**src/sv/lpdz_pkg.sv**
```systemverilog
// Shared types and constants for the lidar point depth map core.
// No dependencies; every other file imports this package.
`timescale 1ns / 1ps
`default_nettype none
package lpdz_pkg;

  localparam int DEF_MAX_WIDTH       = 2048;
  localparam int DEF_MAX_HEIGHT      = 512;
  localparam int DEF_COORD_FRAC_BITS = 10;

  localparam int COORD_W   = 18;  // point coordinate width
  localparam int COEF_W    = 32;  // Q16.16 matrix coefficient
  localparam int H_W       = 52;  // projected row sum
  localparam int SS_W      = 39;  // signed running sum of squares
  localparam int RAD_W     = 36;  // final sum of squares
  localparam int ROOT_W    = 18;  // square root of RAD_W bits
  localparam int WL_W      = 13;  // column bound, up to 4096
  localparam int HL_W      = 12;  // row bound, up to 2048
  localparam int CFG_W     = 64;
  localparam int CFG_IDX_W = 3;
  localparam int NUM_PROJ  = 6;
  localparam int CNT_W     = 6;

  localparam logic [CFG_IDX_W-1:0] REG_PROJ_C0      = 3'd0;
  localparam logic [CFG_IDX_W-1:0] REG_PROJ_C1      = 3'd1;
  localparam logic [CFG_IDX_W-1:0] REG_PROJ_C2      = 3'd2;
  localparam logic [CFG_IDX_W-1:0] REG_PROJ_C3      = 3'd3;
  localparam logic [CFG_IDX_W-1:0] REG_PROJ_C4      = 3'd4;
  localparam logic [CFG_IDX_W-1:0] REG_PROJ_C5      = 3'd5;
  localparam logic [CFG_IDX_W-1:0] REG_IMAGE_WIDTH  = 3'd6;
  localparam logic [CFG_IDX_W-1:0] REG_IMAGE_HEIGHT = 3'd7;

  typedef enum logic [1:0] {
    OP_CLEAR = 2'd0,
    OP_POINT = 2'd1,
    OP_READ  = 2'd2,
    OP_NONE  = 2'd3
  } opcode_t;

  typedef enum logic [2:0] {
    ST_IDLE,
    ST_CLEAR,
    ST_POINT,
    ST_READ,
    ST_READ_RES,
    ST_PT_READ,
    ST_PT_CMP
  } state_t;

  typedef enum logic [2:0] {
    PH_IDLE,
    PH_MAC,
    PH_OFS,
    PH_ABS,
    PH_DIV,
    PH_DONE
  } phase_t;

  typedef struct packed {
    logic done;
    logic hit;
  } pt_stat_t;

endpackage
`default_nettype wire

```
**src/sv/lpdz_point.sv**
```systemverilog
// Point datapath: bit-serial projection and squares, then serial division
// and serial square root. Depends on lpdz_pkg.
`timescale 1ns / 1ps
`default_nettype none
module lpdz_point import lpdz_pkg::*; #(
  parameter int MAX_WIDTH       = DEF_MAX_WIDTH,
  parameter int MAX_HEIGHT      = DEF_MAX_HEIGHT,
  parameter int COORD_FRAC_BITS = DEF_COORD_FRAC_BITS,
  localparam int COL_W  = $clog2(MAX_WIDTH),
  localparam int ROW_W  = $clog2(MAX_HEIGHT),
  localparam int LIM    = 30 * (2 ** COORD_FRAC_BITS),
  localparam int DIST_W = $clog2(LIM)
) (
  input  wire logic                          clk,
  input  wire logic                          rst,
  input  wire logic                          go,
  input  wire logic signed [COORD_W-1:0]     px,
  input  wire logic signed [COORD_W-1:0]     py,
  input  wire logic signed [COORD_W-1:0]     pz,
  input  wire logic [NUM_PROJ-1:0][CFG_W-1:0] proj,
  input  wire logic [WL_W-1:0]               w_lim,
  input  wire logic [HL_W-1:0]               h_lim,
  output pt_stat_t                           stat,
  output logic [COL_W-1:0]                   col,
  output logic [ROW_W-1:0]                   row,
  output logic [DIST_W-1:0]                  dist_val
);

  phase_t phase, phase_next;
  logic [CNT_W-1:0] cnt;

  logic [COORD_W-1:0] xs, ys, zs;
  logic signed [COORD_W-1:0] xv, yv, zv;
  logic signed [H_W-1:0] acc [3];
  logic signed [SS_W-1:0] ss;

  logic s_neg_u, s_neg_v, h2_zero;
  logic [H_W-1:0] dvd_u, dvd_v, dsr;
  logic [H_W:0]   rem_u, rem_v;
  logic [RAD_W-1:0] nrad;
  logic [ROOT_W+2:0] srem;
  logic [ROOT_W-1:0] root;

  logic signed [COEF_W-1:0] m [3][4];
  logic signed [H_W-1:0] term [3];
  logic signed [SS_W-1:0] sq_term;
  logic [H_W:0] rsh_u, rsh_v;
  logic [ROOT_W+2:0] srem_sh, trial;
  logic u_ok, v_ok, d_ok;

  always_comb begin
    for (int r = 0; r < 3; r++) begin
      for (int c = 0; c < 4; c++) begin
        m[r][c] = proj[r*2 + (c >> 1)][(c & 1)*COEF_W +: COEF_W];
      end
    end
  end

  // one bit of each coordinate per cycle, MSB first; the sign bit weighs negative
  always_comb begin
    for (int r = 0; r < 3; r++) begin
      term[r] = (xs[COORD_W-1] ? H_W'(m[r][0]) : '0)
              + (ys[COORD_W-1] ? H_W'(m[r][1]) : '0)
              + (zs[COORD_W-1] ? H_W'(m[r][2]) : '0);
    end
    sq_term = (xs[COORD_W-1] ? SS_W'(xv) : '0)
            + (ys[COORD_W-1] ? SS_W'(yv) : '0)
            + (zs[COORD_W-1] ? SS_W'(zv) : '0);
  end

  assign rsh_u   = {rem_u[H_W-1:0], dvd_u[H_W-1]};
  assign rsh_v   = {rem_v[H_W-1:0], dvd_v[H_W-1]};
  assign srem_sh = {srem[ROOT_W:0], nrad[RAD_W-1 -: 2]};
  assign trial   = {1'b0, root, 2'b01};

  always_comb begin
    phase_next = phase;
    case (phase)
      PH_IDLE: if (go) phase_next = PH_MAC;
      PH_MAC:  if (cnt == CNT_W'(COORD_W - 1)) phase_next = PH_OFS;
      PH_OFS:  phase_next = PH_ABS;
      PH_ABS:  phase_next = PH_DIV;
      PH_DIV:  if (cnt == CNT_W'(H_W - 1)) phase_next = PH_DONE;
      PH_DONE: phase_next = PH_IDLE;
      default: phase_next = PH_IDLE;
    endcase
  end

  always_comb begin
    u_ok = !s_neg_u && (dvd_u != '0) && (dvd_u < H_W'(w_lim));
    v_ok = !s_neg_v && (dvd_v != '0) && (dvd_v < H_W'(h_lim));
    d_ok = (root != '0) && (32'(root) < LIM);
    stat.done = (phase == PH_DONE);
    stat.hit  = !h2_zero && u_ok && v_ok && d_ok;
    col      = dvd_u[COL_W-1:0];
    row      = dvd_v[ROW_W-1:0];
    dist_val = DIST_W'(root);
  end

  always_ff @(posedge clk) begin
    if (rst) begin
      phase <= PH_IDLE;
      cnt   <= '0;
    end else begin
      phase <= phase_next;
      cnt   <= (phase_next != phase) ? '0 : cnt + 1'b1;
    end
  end

  always_ff @(posedge clk) begin
    case (phase)
      PH_IDLE: begin
        if (go) begin
          xs <= px;  ys <= py;  zs <= pz;
          xv <= px;  yv <= py;  zv <= pz;
          for (int r = 0; r < 3; r++) acc[r] <= '0;
          ss <= '0;
        end
      end
      PH_MAC: begin
        for (int r = 0; r < 3; r++) begin
          acc[r] <= (acc[r] <<< 1) + ((cnt == '0) ? -term[r] : term[r]);
        end
        ss <= (ss <<< 1) + ((cnt == '0) ? -sq_term : sq_term);
        xs <= xs << 1;
        ys <= ys << 1;
        zs <= zs << 1;
      end
      PH_OFS: begin
        for (int r = 0; r < 3; r++) begin
          acc[r] <= acc[r] + (H_W'(m[r][3]) <<< COORD_FRAC_BITS);
        end
      end
      PH_ABS: begin
        s_neg_u <= acc[0][H_W-1] ^ acc[2][H_W-1];
        s_neg_v <= acc[1][H_W-1] ^ acc[2][H_W-1];
        h2_zero <= (acc[2] == '0);
        dvd_u   <= acc[0][H_W-1] ? -acc[0] : acc[0];
        dvd_v   <= acc[1][H_W-1] ? -acc[1] : acc[1];
        dsr     <= acc[2][H_W-1] ? -acc[2] : acc[2];
        rem_u   <= '0;
        rem_v   <= '0;
        nrad    <= ss[RAD_W-1:0];
        srem    <= '0;
        root    <= '0;
      end
      PH_DIV: begin
        // restoring division, quotient bits shift into the dividend
        if (rsh_u >= {1'b0, dsr}) begin
          rem_u <= rsh_u - {1'b0, dsr};
          dvd_u <= {dvd_u[H_W-2:0], 1'b1};
        end else begin
          rem_u <= rsh_u;
          dvd_u <= {dvd_u[H_W-2:0], 1'b0};
        end
        if (rsh_v >= {1'b0, dsr}) begin
          rem_v <= rsh_v - {1'b0, dsr};
          dvd_v <= {dvd_v[H_W-2:0], 1'b1};
        end else begin
          rem_v <= rsh_v;
          dvd_v <= {dvd_v[H_W-2:0], 1'b0};
        end
        // square root, two radicand bits per step, alongside the division
        if (cnt < CNT_W'(ROOT_W)) begin
          nrad <= nrad << 2;
          if (srem_sh >= trial) begin
            srem <= srem_sh - trial;
            root <= {root[ROOT_W-2:0], 1'b1};
          end else begin
            srem <= srem_sh;
            root <= {root[ROOT_W-2:0], 1'b0};
          end
        end
      end
      default: begin
      end
    endcase
  end

endmodule
`default_nettype wire

```
**config.mk**
```make
export PLATFORM = sky130hd
export DESIGN_NAME = lpdz_point
export DESIGN_NICKNAME = d
export VERILOG_FILES = /design/src/sv/lpdz_pkg.sv /design/src/sv/lpdz_point.sv
export SDC_FILE = /design/constraint.sdc
export NUM_CORES = 2
export LEC_CHECK = 0
export BUFFER_PORTS_ARGS = -buffer_cell sky130_fd_sc_hd__buf_2
export CAP_MARGIN = 40
export CORE_MARGIN = 2
export CORE_UTILIZATION = 49
export DETAILED_ROUTE_END_ITERATION = 6
export PLACE_DENSITY = 0.67
export SLEW_MARGIN = 40
export SYNTH_ARGS = -nofsm -noshare
export SYNTH_HDL_FRONTEND = slang
export SYNTH_SLANG_ARGS = --single-unit
```
**constraint.sdc**
```tcl
create_clock -name clk -period 17.9 [get_ports clk]
set_clock_uncertainty 0.05 [all_clocks]
set_input_delay 1.79 -clock clk [delete_from_list [all_inputs] [get_ports clk]]
set_output_delay 1.79 -clock clk [all_outputs]
set_load 0.1 [all_outputs]
```
==> flow_metrics.env <==
export IMPL_maxCapViolations=0
export IMPL_slew_viol_final=0
export IMPL_grt_pass1_wl_um=314000
export IMPL_wl_um=203000
export IMPL_hold_violations=0
export IMPL_relSlewSlack=0.294
export IMPL_detail_route_wl_per_cell_um=20.5
export IMPL_ctsHoldBuffers=0
export IMPL_worst_path_max_fanout=9
export IMPL_drive_gt1_frac=0.0968
export IMPL_layout_setup_ws_ns=7.86
export IMPL_critPathKind="input pin to flip-flop"
export IMPL_num_vias=59700
export IMPL_ir_worst_vdd_uv=86.1
export IMPL_setup_tns_final_ns=0
export IMPL_synthTopCellsByArea="edfxtp_1, ha_1, nand2_1"
export IMPL_grt_max_degree=192
export IMPL_cts_buffers=80
export IMPL_p_leak_nw=31.4
export IMPL_setup_violations=0
export IMPL_cts_sinks=645
export IMPL_required_ns=18.32
export IMPL_clkTransAtPathRegs_ns=0.06
export IMPL_final_min_clock_period_ns=10.04
export IMPL_cts_resized=0
export IMPL_ys_warn_count=0
export IMPL_clockBufferDepth=3
export IMPL_hpwlAfterDp_um=162000
export IMPL_grt_pass1_vias=55500
export IMPL_syn_nets=8934
export IMPL_cp_data_arrival_time_ns=10.46
export IMPL_die_height_um=370
export IMPL_synth_edff_count=636
export IMPL_synth_cell_types=92
export IMPL_cts_root_buf="clkbuf_16"
export IMPL_syn_avg_cell_area_um2=8.44
export IMPL_die_area_mm2=0.137
export IMPL_rows=134
export IMPL_vias_per_cell=6.03
export IMPL_dpl_instance_area_mm2=0.0693
export IMPL_dp_slack_ns=7.16
export IMPL_area_growth_synth_to_final_pct=10.1
export IMPL_rsz0062_at_grt="no"
export IMPL_yosys_cell_count_top_type="nand2_1"
export IMPL_synthArstFlopShare=0
export IMPL_layout_nets=9235
export IMPL_initial_core_util=0.492
export IMPL_synth_area_mm2=0.0655
export IMPL_firstDrtPassIters=5
export IMPL_synth_largest_area_cell="edfxtp_1"
export IMPL_min_path_type="flip-flop to flip-flop"
export IMPL_worst_pin_slew_ns=1.05
export IMPL_final_cell_area_mm2=0.0720
export IMPL_synth_seq_cells=645
export IMPL_syn_inst=7760
export IMPL_place_gp_congestion=0.973
export IMPL_io_pins=503
export IMPL_clk_latency_ns=0.71
export IMPL_synth_common_cells="nand2_1, edfxtp_1, ha_1"
export IMPL_grt_use_total=0.290
export IMPL_grt_ovfl_total=0
export IMPL_synth_ff_type="edfxtp_1"
export IMPL_fp_dieW_um=370
export IMPL_antenna_found_initial=15
export IMPL_core_area_mm2=0.133
export IMPL_max_stage_delay_ns=0.66
export IMPL_worstSetupStartpointType="input pin"
export IMPL_cts_tree="yes"
export IMPL_post_cts_buffers=0
export IMPL_endpoint_kind="flip-flop"
export IMPL_outcome="completed"
export IMPL_synth_top_area_share=0.292
export IMPL_htreeDepth=3
export IMPL_fmax_mhz=99.6
export IMPL_power_density_mw_per_mm2=146
export IMPL_yosysSeqAreaShare=0.295
export IMPL_holdWs_ns=0.439
export IMPL_drt_iter0_drc=5704
export IMPL_ant_nets=0
export IMPL_drc=0
export IMPL_fin_crit_sh=0.561
export IMPL_port_buffers=502
export IMPL_cp_slowest_cell="nor3_1"
-- area by class of cell --
| cell class | instances | area [um2] |
|---|---|---|
| Fill cell | 12400 | 60900 |
| Multi-Input combinational cell | 6296 | 43100 |
| Sequential cell | 645 | 19300 |
| Timing Repair Buffer | 548 | 2890 |
| Tap cell | 1768 | 2210 |
| Clock buffer | 92 | 2050 |
| Inverter | 490 | 1840 |
| Clock inverter | 55 | 637 |
| Antenna cell | 6 | 15.0 |
-- flip-flops by register name (all words and copies together) (netlist names), 3 cells and up --
register / flops
nrad: 36
acc: 156
zs: 18
dsr: 52
cnt: 6
dvd_v: 52
yv: 18
srem: 19
root: 18
ys: 18
dvd_u: 52
ss: 36
xv: 18
phase: 3
xs: 18
rem_v: 52
rem_u: 52
zv: 18
-- per-layer routing --
metal,up-vias,global-route usage,share of wire
li1,28700,-,-
met1,28700,0.434,0.47
met2,2038,0.432,0.42
met3,271,0.0449,0.077
met4,8,0.0733,0.025
met5,-,0,0.00022
-- power breakdown --
part	leakage [nW]	internal, W	switching [W]	total (W)
combinational	24.0	0.00264	0.00380	0.00645
sequential	6.07	0.00203	0.000358	0.00239
clock	1.31	0.000965	0.000724	0.00169
-- placed cells by master (no fill, tap or decap), types with 21 or more instances in the layout --
master,Yosys,layout
nand2_1,1096,1093
edfxtp_1,636,636
ha_1,581,581
a21oi_1,579,578
nor2_1,560,560
buf_2,2,502
o21ai_0,501,498
inv_1,490,489
xnor2_1,406,405
a21o_1,328,328
xor2_1,314,314
nand3_1,136,135
fa_1,127,127
nor3_1,126,126
o22ai_1,105,105
o31ai_1,93,91
nand4_1,90,90
nand2b_1,88,87
a31oi_1,81,81
clkbuf_16,0,80
o21a_1,75,75
o21bai_1,70,70
a211oi_1,67,66
nor2b_1,64,64
nor4_1,67,64
mux2i_1,63,63
and2_1,60,60
and3_1,53,52
o211ai_1,49,49
or3_1,49,49
buf_4,35,40
or2_2,38,36
or4_1,34,34
o41ai_1,28,28
a21boi_0,22,22
a211o_1,22,22
o31a_1,21,21
a221oi_1,21,21
-- worst paths after layout --
kind                                start     endpoint  slack, ns  cells past startpoint
worst max register to register     xs[17]  acc[0][103]       7.89                     30
worst min-delay path               cnt[0]       cnt[0]       0.44                      1
worst min register to register     cnt[0]       cnt[0]       0.44                      1
worst max-delay path            proj[129]  acc[0][103]       7.86                     31
-- metrics by stage --
stage / power (W) / util / std cells
final: 0.0105 / 0.542 / 9900
after global routing: 0.0113 / 0.542 / 9898
after CTS: 0.0104 / 0.541 / 9893
after detailed placement: 0.00869 / 0.521 / 9746
after global placement: 0.00860 / 0.521 / 9746
after floorplan: 0.00711 / - / 7760
-- logic make-up after synthesis --
kind of cell,synth area share
AO/OA/AOI/OAI,0.219
XOR/XNOR,0.0970
adder cells (fa/ha/maj),0.150
buffers and inverters,0.0490
flip-flops,0.295
multiplexers,0.00998
AND/OR/NAND/NOR,0.181
-- worst max-delay path, delay by kind of cell --
kind                       cells  cell delay, ns
AOI/OAI and AO/OA             14            4.00
adders and majority gates      4            1.50
and+or+nand+nor                9            2.49
buffers and inverters          2            0.16
xor gates and xnor gates       2            0.48
No activity file was read; power rests on OpenSTA's default activity.
